### config.mk
export PLATFORM = sky130hd
export DESIGN_NAME = stepper_half_step_job_sequencer_unit
export DESIGN_NICKNAME = d
export VERILOG_FILES = /design/src/hdl/shsq_pkg.sv /design/src/hdl/shsq_div.sv /design/src/hdl/stepper_half_step_job_sequencer_unit.sv
export SDC_FILE = /design/constraint.sdc
export NUM_CORES = 1
export LEC_CHECK = 0
export BUFFER_PORTS_ARGS = -buffer_cell sky130_fd_sc_hd__buf_4
export CORE_MARGIN = 5
export CORE_UTILIZATION = 60
export DETAILED_ROUTE_END_ITERATION = 16
export GPL_TIMING_DRIVEN = 0
export PLACE_DENSITY = 0.79
export SETUP_SLACK_MARGIN = 0.1
export SLEW_MARGIN = 20
export SYNTH_ARGS = -nofsm -noshare
export SYNTH_HDL_FRONTEND = slang
export SYNTH_SLANG_ARGS = --single-unit
### constraint.sdc
create_clock -name clk_i -period 7.6 [get_ports clk_i]
set_input_delay 1.14 -clock clk_i [delete_from_list [all_inputs] [get_ports clk_i]]
set_output_delay 1.14 -clock clk_i [all_outputs]
set_load 0.02 [all_outputs]
### src/hdl/shsq_pkg.sv
// shsq_pkg: types, codes and constants of the half-step job sequencer.
// No dependencies; used by shsq_div and the top level.
`timescale 1ns / 1ps

package shsq_pkg;

  localparam int unsigned HswW     = 10;
  localparam int unsigned ThrW     = 15;
  localparam int unsigned CfgDataW = 15;
  localparam int unsigned DelayW   = 13;
  localparam int unsigned QuotW    = 14;
  localparam int unsigned DivisorW = 17;

  localparam logic [QuotW-1:0]  Dividend   = 14'd10000;
  localparam logic [DelayW-1:0] DelayMax   = 13'd8191;
  localparam logic [3:0]        PhaseNone  = 4'd8;
  localparam logic [3:0]        PhaseLast  = 4'd7;
  localparam logic [HswW-1:0]   HswReset   = 10'd2;
  localparam logic [ThrW-1:0]   ThrReset   = 15'd100;

  typedef enum logic [1:0] {
    FUNC_TICK  = 2'd0,
    FUNC_START = 2'd1,
    FUNC_STOP  = 2'd2
  } func_e;

  typedef enum logic [1:0] {
    DIR_STOP = 2'd0,
    DIR_FWD  = 2'd1,
    DIR_REV  = 2'd3
  } dir_e;

  typedef enum logic {
    CFG_HALF_STEP_WAIT  = 1'b0,
    CFG_SPEED_THRESHOLD = 1'b1
  } cfg_e;

  typedef enum logic {
    ST_IDLE = 1'b0,
    ST_DIV  = 1'b1
  } state_e;

  typedef struct packed {
    logic [1:0]         func;
    logic signed [15:0] speed;
    logic [15:0]        distance;
  } req_t;

  typedef struct packed {
    logic [3:0] coil_pattern;
    logic       coil_update;
    logic       busy_res;
    logic       rejected;
  } res_t;

  function automatic logic [3:0] pattern(input logic [2:0] idx);
    logic [3:0] p;
    case (idx)
      3'd0:    p = 4'h1;
      3'd1:    p = 4'h3;
      3'd2:    p = 4'h2;
      3'd3:    p = 4'h6;
      3'd4:    p = 4'h4;
      3'd5:    p = 4'hc;
      3'd6:    p = 4'h8;
      default: p = 4'h9;
    endcase
    return p;
  endfunction

endpackage

### src/hdl/shsq_div.sv
// shsq_div: serial restoring divider, constant dividend over a 17-bit divisor.
// One quotient bit per cycle. Depends on shsq_pkg.
`timescale 1ns / 1ps

module shsq_div (
  input  logic                            clk_i,
  input  logic                            rst_ni,
  input  logic                            start_i,
  input  logic [shsq_pkg::DivisorW-1:0]   divisor_i,
  output logic                            done_o,
  output logic [shsq_pkg::QuotW-1:0]      quot_o
);

  localparam int unsigned CntW = $clog2(shsq_pkg::QuotW);
  localparam logic [CntW-1:0] CntLast = CntW'(shsq_pkg::QuotW - 1);

  logic                          run_q, run_d;
  logic                          done_q, done_d;
  logic [CntW-1:0]               cnt_q, cnt_d;
  logic [shsq_pkg::DivisorW-1:0] div_q, div_d;
  logic [shsq_pkg::DivisorW-1:0] rem_q, rem_d;
  logic [shsq_pkg::QuotW-1:0]    quot_q, quot_d;
  logic [shsq_pkg::DivisorW:0]   trial;
  logic                          ge;

  assign trial = {rem_q, quot_q[shsq_pkg::QuotW-1]};
  assign ge    = trial >= {1'b0, div_q};

  always_comb begin
    run_d  = run_q;
    done_d = 1'b0;
    cnt_d  = cnt_q;
    div_d  = div_q;
    rem_d  = rem_q;
    quot_d = quot_q;
    if (start_i) begin
      run_d  = 1'b1;
      cnt_d  = '0;
      div_d  = divisor_i;
      rem_d  = '0;
      quot_d = shsq_pkg::Dividend;
    end else if (run_q) begin
      rem_d  = ge ? shsq_pkg::DivisorW'(trial - {1'b0, div_q})
                  : shsq_pkg::DivisorW'(trial);
      quot_d = {quot_q[shsq_pkg::QuotW-2:0], ge};
      cnt_d  = cnt_q + 1'b1;
      if (cnt_q == CntLast) begin
        run_d  = 1'b0;
        done_d = 1'b1;
      end
    end
  end

  always_ff @(posedge clk_i or negedge rst_ni) begin
    if (!rst_ni) begin
      run_q  <= 1'b0;
      done_q <= 1'b0;
      cnt_q  <= '0;
    end else begin
      run_q  <= run_d;
      done_q <= done_d;
      cnt_q  <= cnt_d;
    end
  end

  always_ff @(posedge clk_i) begin
    div_q  <= div_d;
    rem_q  <= rem_d;
    quot_q <= quot_d;
  end

  assign done_o = done_q;
  assign quot_o = quot_q;

endmodule

### src/hdl/stepper_half_step_job_sequencer_unit.sv
// Ticks, stops, rejected and other requests without division are registered
// into the output register. A start at or above the threshold runs the serial
// divider: one quotient bit per cycle over 14 bits, plus load and finish.
// One request per cycle, but not under output stall nor while a division runs.
// Reset: job cleared, half_step_wait 2, speed_threshold 100, no clearing pass.
// Top level; depends on shsq_pkg and shsq_div.
`timescale 1ns / 1ps

module stepper_half_step_job_sequencer_unit (
  input  logic                            clk_i,
  input  logic                            rst_ni,
  input  logic                            in_valid_i,
  output logic                            in_stall_o,
  input  shsq_pkg::req_t                  in_req_i,
  output logic                            out_valid_o,
  input  logic                            out_stall_i,
  output shsq_pkg::res_t                  out_res_o,
  input  logic                            cfg_we_i,
  input  logic                            cfg_idx_i,
  input  logic [shsq_pkg::CfgDataW-1:0]   cfg_wdata_i
);

  shsq_pkg::state_e                state_q, state_d;
  shsq_pkg::dir_e                  dir_q, dir_d;
  logic [3:0]                      phase_q, phase_d;
  logic [shsq_pkg::HswW-1:0]       swait_q, swait_d;
  logic [shsq_pkg::DelayW-1:0]     cdelay_q, cdelay_d;
  logic [shsq_pkg::DelayW-1:0]     ccount_q, ccount_d;
  logic [15:0]                     cleft_q, cleft_d;
  logic [shsq_pkg::HswW-1:0]       hsw_q;
  logic [shsq_pkg::ThrW-1:0]       thr_q;
  logic                            out_valid_q, out_valid_d;
  shsq_pkg::res_t                  out_res_q, out_res_d;

  logic                            accept;
  logic                            neg;
  logic [15:0]                     mag;
  logic                            start_ok;
  logic                            div_start;
  logic                            div_done;
  logic [shsq_pkg::DivisorW-1:0]   divisor;
  logic [shsq_pkg::QuotW-1:0]      quot;
  logic [shsq_pkg::DelayW-1:0]     delay_sat;
  logic [shsq_pkg::DelayW-1:0]     delay_fl;
  logic [shsq_pkg::DelayW-1:0]     hsw_ext;

  assign in_stall_o = (state_q != shsq_pkg::ST_IDLE) || (out_valid_q && out_stall_i);
  assign accept     = in_valid_i && !in_stall_o;

  assign neg      = in_req_i.speed[15];
  assign mag      = neg ? 16'(~in_req_i.speed + 16'sd1) : 16'(in_req_i.speed);
  assign start_ok = (mag >= {1'b0, thr_q}) && (mag != 16'd0);
  assign divisor  = {1'b0, mag} + {{(shsq_pkg::DivisorW-shsq_pkg::HswW){1'b0}}, hsw_q};
  assign div_start = accept && (in_req_i.func == shsq_pkg::FUNC_START)
                     && (dir_q == shsq_pkg::DIR_STOP) && start_ok;

  shsq_div u_div (
    .clk_i     (clk_i),
    .rst_ni    (rst_ni),
    .start_i   (div_start),
    .divisor_i (divisor),
    .done_o    (div_done),
    .quot_o    (quot)
  );

  assign hsw_ext   = {{(shsq_pkg::DelayW-shsq_pkg::HswW){1'b0}}, hsw_q};
  assign delay_sat = (quot > {1'b0, shsq_pkg::DelayMax}) ? shsq_pkg::DelayMax
                                                         : quot[shsq_pkg::DelayW-1:0];
  assign delay_fl  = (delay_sat < hsw_ext) ? hsw_ext : delay_sat;

  // next state
  always_comb begin
    state_d = state_q;
    unique case (state_q)
      shsq_pkg::ST_IDLE: begin
        if (div_start) state_d = shsq_pkg::ST_DIV;
      end
      shsq_pkg::ST_DIV: begin
        if (div_done) state_d = shsq_pkg::ST_IDLE;
      end
      default: state_d = shsq_pkg::ST_IDLE;
    endcase
  end

  // job datapath and result
  always_comb begin
    dir_d       = dir_q;
    phase_d     = phase_q;
    swait_d     = swait_q;
    cdelay_d    = cdelay_q;
    ccount_d    = ccount_q;
    cleft_d     = cleft_q;
    out_valid_d = out_valid_q && out_stall_i;
    out_res_d   = out_res_q;

    if (div_done) begin
      cdelay_d    = delay_fl;
      ccount_d    = delay_fl;
      swait_d     = '0;
      phase_d     = (dir_q == shsq_pkg::DIR_REV) ? shsq_pkg::PhaseLast : 4'd0;
      out_valid_d = 1'b1;
      out_res_d   = '{coil_pattern: 4'd0, coil_update: 1'b0, busy_res: 1'b1,
                      rejected: 1'b0};
    end else if (accept) begin
      out_res_d = '{coil_pattern: 4'd0, coil_update: 1'b0, busy_res: 1'b0,
                    rejected: 1'b0};
      case (in_req_i.func)
        shsq_pkg::FUNC_TICK: begin
          if (dir_q != shsq_pkg::DIR_FWD && dir_q != shsq_pkg::DIR_REV) begin
            dir_d = shsq_pkg::DIR_STOP;
          end else if (swait_q != '0) begin
            swait_d = swait_q - 1'b1;
          end else if (!phase_q[3]) begin
            out_res_d.coil_pattern = shsq_pkg::pattern(phase_q[2:0]);
            out_res_d.coil_update  = 1'b1;
            swait_d = hsw_q;
            if (dir_q == shsq_pkg::DIR_FWD) begin
              phase_d = (phase_q == shsq_pkg::PhaseLast) ? shsq_pkg::PhaseNone
                                                         : phase_q + 4'd1;
            end else begin
              phase_d = (phase_q == 4'd0) ? shsq_pkg::PhaseNone : phase_q - 4'd1;
            end
            if (phase_d == shsq_pkg::PhaseNone) ccount_d = cdelay_q;
          end else if (ccount_q != '0) begin
            ccount_d = ccount_q - 1'b1;
          end else if (cleft_q != '0) begin
            cleft_d  = cleft_q - 16'd1;
            phase_d  = (dir_q == shsq_pkg::DIR_REV) ? shsq_pkg::PhaseLast : 4'd0;
            ccount_d = cdelay_q;
            swait_d  = hsw_q;
          end else begin
            dir_d = shsq_pkg::DIR_STOP;
          end
        end
        shsq_pkg::FUNC_START: begin
          if (dir_q != shsq_pkg::DIR_STOP) begin
            out_res_d.rejected = 1'b1;
          end else if (start_ok) begin
            dir_d   = neg ? shsq_pkg::DIR_REV : shsq_pkg::DIR_FWD;
            cleft_d = in_req_i.distance;
          end else begin
            dir_d    = shsq_pkg::DIR_STOP;
            phase_d  = shsq_pkg::PhaseNone;
            swait_d  = '0;
            cdelay_d = '0;
            ccount_d = '0;
            cleft_d  = '0;
          end
        end
        shsq_pkg::FUNC_STOP: begin
          dir_d    = shsq_pkg::DIR_STOP;
          phase_d  = shsq_pkg::PhaseNone;
          swait_d  = '0;
          cdelay_d = '0;
          ccount_d = '0;
          cleft_d  = '0;
        end
        default: ;
      endcase
      out_res_d.busy_res = (dir_d != shsq_pkg::DIR_STOP);
      out_valid_d        = !div_start;
    end
  end

  always_ff @(posedge clk_i or negedge rst_ni) begin
    if (!rst_ni) begin
      state_q     <= shsq_pkg::ST_IDLE;
      dir_q       <= shsq_pkg::DIR_STOP;
      phase_q     <= shsq_pkg::PhaseNone;
      swait_q     <= '0;
      cdelay_q    <= '0;
      ccount_q    <= '0;
      cleft_q     <= '0;
      out_valid_q <= 1'b0;
      hsw_q       <= shsq_pkg::HswReset;
      thr_q       <= shsq_pkg::ThrReset;
    end else begin
      state_q     <= state_d;
      dir_q       <= dir_d;
      phase_q     <= phase_d;
      swait_q     <= swait_d;
      cdelay_q    <= cdelay_d;
      ccount_q    <= ccount_d;
      cleft_q     <= cleft_d;
      out_valid_q <= out_valid_d;
      if (cfg_we_i) begin
        case (cfg_idx_i)
          shsq_pkg::CFG_HALF_STEP_WAIT:  hsw_q <= cfg_wdata_i[shsq_pkg::HswW-1:0];
          shsq_pkg::CFG_SPEED_THRESHOLD: thr_q <= cfg_wdata_i[shsq_pkg::ThrW-1:0];
          default: ;
        endcase
      end
    end
  end

  always_ff @(posedge clk_i) begin
    out_res_q <= out_res_d;
  end

  assign out_valid_o = out_valid_q;
  assign out_res_o   = out_res_q;

  a_ready_only_idle: assert property (@(posedge clk_i) disable iff (!rst_ni)
    !in_stall_o |-> state_q == shsq_pkg::ST_IDLE)
    else $error("request taken outside idle");

  a_div_out_empty: assert property (@(posedge clk_i) disable iff (!rst_ni)
    state_q == shsq_pkg::ST_DIV |-> !out_valid_q)
    else $error("result pending during division");

  a_done_in_div: assert property (@(posedge clk_i) disable iff (!rst_ni)
    div_done |-> state_q == shsq_pkg::ST_DIV)
    else $error("divider done outside division");

  a_drive_busy: assert property (@(posedge clk_i) disable iff (!rst_ni)
    out_valid_o && out_res_o.coil_update |-> out_res_o.busy_res)
    else $error("coil driven while idle");

  a_start_runs: assert property (@(posedge clk_i) disable iff (!rst_ni)
    div_start |=> dir_q != shsq_pkg::DIR_STOP)
    else $error("accepted start left no direction");

endmodule

==> results of run 1 <==
==> power breakdown <==
group | switching, W | internal, W
Clock | 0.000348 | 0.000476
Sequential | 0.000234 | 0.00106
Combinational | 0.00114 | 0.000853
Total | 0.00172 | 0.00239
==> routing by layer <==
metal  part of all wire, %  vias up  track usage, %
met4                   2.0        0            8.01
met3                   6.4       49            4.45
met5                     0        -               0
li1                      -     4300               -
met1                    46     4235            37.1
met2                    46      290            40.9
==> sequential cells by signal, summed over array words and instances (netlist names), 2 cells and up <==
register / count
ccount_q: 13
cdelay_q: 13
cleft_q: 16
dir_q: 2
hsw_q: 10
out_res_o: 7
phase_q: 4
swait_q: 10
thr_q: 15
u_div.cnt_q: 4
u_div.div_q: 17
u_div.quot_o: 14
u_div.rem_q: 17
==> critical path, cell delays in order <==
cell and delay [ns]:
clkbuf_1 0.36, clkbuf_1 0.49, clkbuf_1 0.37, o21ai_0 0.19, xnor2_1 0.27, ha_1 0.30
a2111oi_0 0.46, a21oi_1 0.14, or4b_1 0.60, and3_1 0.20, buf_2 0.17, buf_1 0.28
clkbuf_1 0.33, o311ai_1 0.40, o41ai_2 0.14
==> final cells by class <==
| type | instances | share of cell area, % |
|---|---|---|
| buffer | 59 | 2.04 |
| clock buffer | 19 | 4.15 |
| multi-input combinational | 853 | 52.0 |
| timing repair buffer | 59 | 4.00 |
| inverter | 78 | 2.62 |
| sequential | 146 | 31.8 |
| clock inverter | 13 | 0.952 |
| tap | 220 | 2.46 |
==> final timing paths <==
path / slack [ns] / end / cells past startpoint
worst max-delay path: 2.05 / swait_q[9] / 15
worst min-delay path: 0.45 / out_res_o[2] / 1
worst max register to register: 3.72 / ccount_q[6] / 11
worst min register to register: 0.45 / out_res_o[2] / 1
max in group asynchronous: 6.24 / thr_q[13] / 1
min in group asynchronous: 0.76 / u_div.cnt_q[2] / 1
==> cell families after synthesis <==
group                      synth area share [%]
muxes                                      4.92
DFF                                        36.0
xor gates and xnor gates                   3.72
adders and majority gates                  8.76
other                                    0.0379
AOI/OAI and AO/OA                          21.7
buffers and inverters                      5.25
and+or+nand+nor                            19.6
==> stage by stage <==
stage | utilization, % | total power [W]
after global routing | 68.4 | 0.00445
after global placement | 64.8 | 0.00319
after CTS | 68.4 | 0.00409
after detailed placement | 64.9 | 0.00326
final | 68.4 | 0.00411
after floorplan | - | 0.00278
==> cells in the final DEF (no fill, tap or decap), types with 20 or more instances in the layout <==
cell type	instances
clkbuf_1	50
a21o_1	31
inv_1	77
nor3_1	37
nand2_1	87
a211oi_1	27
buf_4	58
ha_1	66
mux2i_1	25
o21ai_0	53
or2_2	20
nor2_1	108
dfrtp_1	86
nand3_1	21
dfxtp_1	38
a21oi_1	59
xnor2_1	29
==> impl_metrics.ini, run 1 <==
[timing]
fin_ws_ns = 2.05
relSlewSlack_pct = 36.8
worstMarginPinSlew_ns = 0.924
timing.clock.skew_ns = 0.0105
period_share_pct = 73.0
setup_viol = 0
finalSetupTns_ns = 0
finalHoldViolCount = 0
fmax_mhz = 180
final_max_slew_viol_count = 0
min_period_ns = 5.55
grt_setup_unrepaired = no
whs_ns = 0.453

[power_and_ir_drop]
power_density_nw_per_um2 = 368
irDropWorstVdd_mv = 0.209
p_leak_nw = 4.96

[clock_tree]
clk_pin_slew_ns = 0.06
cts_tree = built
ctsRootBufferMaster = clkbuf_16
cts_buffers = 17
clkLatencyLatePin_ns = 0.44
cts.htree.levels = 4
clockBufferDepth = 2
cts.repair.resized = 0
post-cts-setup-buffers = 0
cts_hold_buf = 0
clock-sinks = 146

[yosys]
syn_area_per_cell_um2 = 8.70
synth-main-ff-cell = dfrtp_1
synth.most_common_cell = nor2_1
ys_ff_latch = 146
ys_seq_area_share_pct = 36.0
synth_cells = 1136
synth_top_cells_by_area = dfrtp_1 (22%), ha_1 (8.4%), dfxtp_1 (7.7%)
synth_enable_flop_cells = 17
synth.distinct_cells = 77
synthArstFlopShare_pct = 62.3
synth_nets = 1259
yosysTopAreaCellShare_pct = 21.8
yosysWarnings = 0
synth_common_cells = nor2_1 (108), nand2_1 (87), dfrtp_1 (86)
synth_area_um2 = 9880
synth_largest_area_cell = dfrtp_1

[grt]
gr-usage-all-layers_pct = 26.0
grt_max_degree = 92
grt_pass1_wl_um = 41900
grt_overflow = 0
antenna_found_initial = 0
first_global_vias = 8500

[hold_path]
hold_start = out_res_o[2]
hp-class = flop to flop

[final_layout]
nets = 1337
fin_area_um2 = 11200
drive_gt1_share_pct = 12.1
area_growth_pct = 13.1
seq_area_um2 = 3550
instances_no_fill = 1447
nFillCells = 1385
multi_input_area_um2 = 5810
antenna_cells = 0

[routing]
drt-wirelength-per-cell_um = 17.1
routed_via_density = 6.13
drc = 0
drt_iter0_markers = 632
ant_nets = 0
via_count = 8874
wirelength_um = 24700
first_pass_iters = 5

[placement]
placed_cell_area_um2 = 10600
routabilityCongestion = 0.926
dp_worst_setup_slack_ns = 1.66
portBuffers = 59
placedCellCount = 1415
dp_hpwl_um = 18300

[flow_run]
max-cap-violations = 0

[floorplan]
start_util_pct = 60.5
chipWidth_um = 138
coreArea_um2 = 16300
pin_count = 64
die_h_um = 138
rows = 47
die-area_um2 = 19100

[worst_setup_path]
path_class = input port to flop
crit_start = in_req_i[31]
start_kind = input port
cp_max_fo = 10
end_kind = flop
crit_arrival_ns = 5.85
critical_path_required_ns = 7.90
r2r_start = cleft_q[0]

[outcome]
outcome = finished, final reports clean
No activity file was read; power rests on OpenSTA's default activity.
==> inputs of run 2 (changes only) <==
--- a/config.mk
+++ b/config.mk
@@ -7,10 +7,10 @@
 export LEC_CHECK = 0
 export BUFFER_PORTS_ARGS = -buffer_cell sky130_fd_sc_hd__buf_4
 export CORE_MARGIN = 5
-export CORE_UTILIZATION = 60
+export CORE_UTILIZATION = 56
 export DETAILED_ROUTE_END_ITERATION = 16
 export GPL_TIMING_DRIVEN = 0
-export PLACE_DENSITY = 0.79
+export PLACE_DENSITY = 0.77
 export SETUP_SLACK_MARGIN = 0.1
 export SLEW_MARGIN = 20
 export SYNTH_ARGS = -nofsm -noshare
==> constraint.sdc (replaced) <==
create_clock -name clk_i -period 4.7 [get_ports clk_i]
set_input_delay 0.705 -clock clk_i [delete_from_list [all_inputs] [get_ports clk_i]]
set_output_delay 0.705 -clock clk_i [all_outputs]
set_load 0.02 [all_outputs]
==> run 2 against run 1 <==
Critical path depth did not move. Register-to-register slack got worse by 2.9 ns. Cell count rose by 0.41%.
==> impl_metrics.ini, run 2 (synthesis results as in run 1) <==
[power_and_ir_drop]
power_density_nw_per_um2 = 593
p_int_w = 0.00392
power_frac_comb_pct = 48.5
p_clk_share_pct = 20.2
seqPwrFrac_pct = 31.2
irDropWorstVdd_mv = 0.314
power.share.switching_pct = 41.5
p_leak_nw = 5.02
p_switching_w = 0.00278

[final_layout]
seq_area_um2 = 3550
nets = 1338
nFillCells = 1422
final_cell_mix = nor2_1 (108), nand2_1 (87), dfrtp_1 (86)
area_growth_pct = 14.3
drive_gt1_share_pct = 13.6
multi_input_area_um2 = 5880
antenna_cells = 0
final_common_cell = nor2_1
utilization_pct = 65.3
instances_no_fill = 1453
reg.largest.list = u_div.div_q x17, u_div.rem_q x17, cleft_q x16
fin_area_um2 = 11300

[worst_setup_path]
worst-path-buf-inv = 5
crit_family = simple AND/OR/NAND/NOR gates
crit_start = in_req_i[22]
cp_max_fo = 10
cp_num_cells = 15
crit_chain = buf_4, or4_1, clkbuf_4, o41ai_4, xor2_1, inv_1, ha_1, a21o_1, a21oi_1, or4b_4, and3_1, buf_2, or4_1, buf_2, o41ai_2
reg2reg_depth = 11
setup.worst_path.end = swait_q[9]
r2r_end = ccount_q[3]
end_kind = flop
cpMaxStageDelayCell = or4_1
start_kind = input port
critical_path_required_ns = 5.02
r2r_start = cleft_q[0]
crit_arrival_ns = 4.78
path_class = input port to flop
r2r_slack_ns = 0.83
max_stage_delay_ns = 0.52

[placement]
placedCellCount = 1420
routabilityCongestion = 0.914
dp_hpwl_um = 18200
placed_cell_area_um2 = 10600
portBuffers = 59

[floorplan]
die_h_um = 143
rows = 48
start_util_pct = 57.1
pin_count = 64
die-area_um2 = 20400
chipWidth_um = 143
coreArea_um2 = 17300

[routing]
drt_iter0_markers = 722
wirelength_um = 24900
route.top_layer_used = met4
drt-wirelength-per-cell_um = 17.1
wl_met2_um = 11500
first_pass_iters = 5
routed_via_density = 6.10
met1_length_um = 11200
ant_nets = 0
via_count = 8870
wl_met3_um = 1820
drc = 0

[timing]
relSlewSlack_pct = 33.8
fmax_mhz = 225
finalSetupTns_ns = 0
grt_setup_unrepaired = no
final_max_slew_viol_count = 0
whs_ns = 0.342
period_share_pct = 94.7
setup_viol = 0
finalHoldViolCount = 0
worstMarginPinSlew_ns = 0.968
timing.clock.skew_ns = 0.0133
min_period_ns = 4.45

[clock_tree]
clock-sinks = 146
cts.htree.levels = 4
clkLatencyLatePin_ns = 0.43
cts_buffers = 17
clockBufferDepth = 2
ctsRootBufferMaster = clkbuf_16
cts_hold_buf = 0
cts_tree = built
clk_pin_slew_ns = 0.06

[hold_path]
hp-class = input port to async pin

[grt]
grt_max_degree = 92
grt_overflow = 0
antenna_found_initial = 0
gr-usage-all-layers_pct = 24.8
grt_pass1_wl_um = 41300
first_global_vias = 8342

[outcome]
outcome = finished, final reports clean

[flow_run]
max-cap-violations = 0
## run 2: worst min-delay path by stage
stage          depth (start not counted)  slack, ns         start             end
2_1_floorplan                          0       0.41        rst_ni     ccount_q[0]
3_3_place_gp                           1       0.44  out_res_o[2]    out_res_o[2]
3_5_place_dp                           1       0.44  out_res_o[2]    out_res_o[2]
4_1_cts                                1       0.37        rst_ni  u_div.cnt_q[3]
5_1_grt                                1       0.41        rst_ni  u_div.cnt_q[3]
6_report                               1       0.34        rst_ni  u_div.cnt_q[2]
## run 2: worst register-to-register path, delay by kind of cell (launching register included)
kind / cells / cell delay [ns]
adder cells (fa/ha/maj): 1 / 0.18
buffers and inverters: 2 / 0.48
flip-flops: 1 / 0.38
AND/OR/NAND/NOR: 5 / 2.23
AO/OA/AOI/OAI: 3 / 0.53
## run 2: layout make-up
type                            instances  share of cell area, %
Clock inverter                         13                   1.17
Tap cell                              225                   2.49
Inverter                               78                   2.59
Buffer                                 59                   2.19
Clock buffer                           19                   4.01
Timing Repair Buffer                   60                   4.02
Multi-Input combinational cell        853                   52.0
Sequential cell                       146                   31.5
## run 2: power by group through the flow
stage	combinational, W	sequential [W]	clock (W)
floorplan	0.00249	0.00201	0
global placement	0.00307	0.00209	0
detailed placement	0.00317	0.00210	0
CTS	0.00320	0.00208	0.00137
global route	0.00367	0.00215	0.00142
finish	0.00325	0.00209	0.00136
## run 2: per-layer routing
layer / vias to the layer above / GRT usage [%]
li1: 4303 / -
met1: 4199 / 34.8
met2: 332 / 39.6
met3: 36 / 4.55
met4: 0 / 7.00
met5: - / 0
## run 2: timing repair
item / CTS / global route
pin swaps: 0 / 2
buffers inserted: 0 / 1
gates resized for setup: 6 / 21
endpoints found under the setup margin: 87 / 79
## run 2: metrics by stage
step | total power, W | setup slack [ns]
after floorplan | 0.00450 | 0.131
after global placement | 0.00516 | -0.985
after detailed placement | 0.00527 | -0.827
after CTS | 0.00665 | 0.0433
after global routing | 0.00723 | 0.0475
final | 0.00670 | 0.247
==> inputs of run 3 (changes only) <==
--- a/config.mk
+++ b/config.mk
@@ -6,11 +6,12 @@
 export NUM_CORES = 1
 export LEC_CHECK = 0
 export BUFFER_PORTS_ARGS = -buffer_cell sky130_fd_sc_hd__buf_4
+export CORE_ASPECT_RATIO = 1.2
 export CORE_MARGIN = 5
 export CORE_UTILIZATION = 56
 export DETAILED_ROUTE_END_ITERATION = 16
 export GPL_TIMING_DRIVEN = 0
-export PLACE_DENSITY = 0.77
+export PLACE_DENSITY = 0.83
 export SETUP_SLACK_MARGIN = 0.1
 export SLEW_MARGIN = 20
 export SYNTH_ARGS = -nofsm -noshare
==> run 3 against run 2 <==
Sequential share of layout area is essentially flat. Clock skew down 0.0040 ns. Clock power increased by 5%. Register-to-register slack gained 0.05 ns. Largest cell class unchanged. Largest power group unchanged. Clock-buffer cell count did not move. First-iteration DRC count grew 8.9%. Critical path depth grew 2.
==> impl_metrics.ini, run 3 (synthesis results as in run 1) <==
[clock_tree]
cts.htree.levels = 4
cts_hold_buf = 0
ctsRootBufferMaster = clkbuf_16
clockBufferDepth = 2
clkLatencyLatePin_ns = 0.44
cts_tree = built
clock-sinks = 146
clk_pin_slew_ns = 0.06
cts_buffers = 17

[timing]
fmax_mhz = 220
worstMarginPinSlew_ns = 0.884
relSlewSlack_pct = 39.6
setup_viol = 0
final_max_slew_viol_count = 0
finalSetupTns_ns = 0
grt_setup_unrepaired = yes
period_share_pct = 96.9
min_period_ns = 4.55
finalHoldViolCount = 0
timing.clock.skew_ns = 0.00926

[placement]
dp_hpwl_um = 18200
placed_cell_area_um2 = 10600
routabilityCongestion = 0.940
portBuffers = 59

[routing]
drc = 0
first_pass_iters = 6
ant_nets = 0
drt_iter0_markers = 786
drt-wirelength-per-cell_um = 17.3
via_count = 8986
routed_via_density = 6.21
wirelength_um = 25000

[worst_setup_path]
critical_path_required_ns = 5.03
max_stage_delay_ns = 0.53
path_class = input port to flop
cpMaxStageDelayCell = or4b_4
start_kind = input port
end_kind = flop
worst-path-buf-inv = 5
crit_chain = buf_4, or4_1, buf_4, o31ai_4, xor2_1, inv_1, ha_1, a21oi_1, a21oi_1, a211oi_1, nor2_1, or4b_4, and3_1, clkbuf_4, or4_1, buf_4, o41ai_4
crit_family = simple AND/OR/NAND/NOR gates
cp_max_fo = 10
crit_arrival_ns = 4.89
crit_top_cell = buf_4

[floorplan]
die_h_um = 156
rows = 53
chipWidth_um = 131
pin_count = 64
coreArea_um2 = 17400
die-area_um2 = 20400
start_util_pct = 56.7

[outcome]
outcome = finished, final reports clean

[final_layout]
nets = 1337
utilization_pct = 64.8
seq_area_um2 = 3550
area_growth_pct = 14.4
final_cell_mix = nor2_1 (108), nand2_1 (87), dfrtp_1 (86)
reg.largest.list = u_div.div_q x17, u_div.rem_q x17, cleft_q x16
drive_gt1_share_pct = 12.9
multi_input_area_um2 = 5870
final_common_cell = nor2_1
fin_area_um2 = 11300
nFillCells = 1444
antenna_cells = 0

[grt]
antenna_found_initial = 0
gr-usage-all-layers_pct = 24.0
grt_pass1_wl_um = 41100
first_global_vias = 8573
grt_max_degree = 92
grt_overflow = 0

[power_and_ir_drop]
power_density_nw_per_um2 = 603
finalPower_w = 0.00682
p_leak_nw = 5.01
irDropWorstVdd_mv = 0.324

[hold_path]
hp-class = input port to async pin

[flow_run]
max-cap-violations = 0
[run 3: changes by cell type in the layout (fill, tap and decap cells not counted), moves of 2 or more]
cell	previous run	this run
buf_4	59	62
bufinv_16	2	4
clkbuf_1	43	45
clkbuf_4	4	2
clkbuf_8	2	0
clkinv_1	0	2
clkinv_2	5	1
[run 3: what timing repair did]
| item | CTS | global route |
|---|---|---|
| resized for setup | 6 | 21 |
| buffers inserted | 0 | 1 |
| pin swaps | 0 | 3 |
| setup endpoints to repair | 75 | 72 |
[run 3: worst paths after layout]
| check | slack [ns] | from | to | cells after the start |
|---|---|---|---|---|
| max | 0.15 | in_req_i[22] | swait_q[9] | 17 |
| min | 0.34 | rst_ni | cleft_q[8] | 1 |
| max in group asynchronous | 3.80 | rst_ni | cdelay_q[10] | 1 |
| min in group clk_i | 0.46 | out_res_o[2] | out_res_o[2] | 1 |
| min reg2reg | 0.46 | out_res_o[2] | out_res_o[2] | 1 |
| max reg2reg | 0.88 | cleft_q[0] | ccount_q[4] | 11 |
[run 3: report_power, final]
part	switching (W)	leakage (nW)	internal (W)
registers	0.000385	1.59	0.00172
logic	0.00189	3.12	0.00140
clock network	0.000542	0.293	0.000887
total	0.00282	5.01	0.00400
[run 3: routing by layer]
metal | global-route usage [%] | up-vias | share of wire [%]
li1 | - | 4285 | -
met1 | 30.5 | 4362 | 42
met2 | 42.0 | 298 | 50
met3 | 3.94 | 41 | 5.4
met4 | 8.04 | 0 | 2.1
met5 | 0 | - | 0
[run 3: metrics by stage]
step	hold slack, ns	cells	setup WS [ns]
after floorplan	0.409	1136	0.131
after global placement	0.440	1415	-0.937
after detailed placement	0.446	1415	-0.795
after CTS	0.377	1447	0.0521
after global routing	0.411	1447	-0.0228
final	0.336	1447	0.146
[run 3: area by class of cell]
cell class	count	share of cell area, %
flip-flops and latches	146	31.4
plain buffers	58	2.18
inverters	78	2.59
repair buffers	60	4.02
clock inverters	13	1.62
clock buffers	19	3.83
well taps	220	2.43
multi-input cells	853	51.9
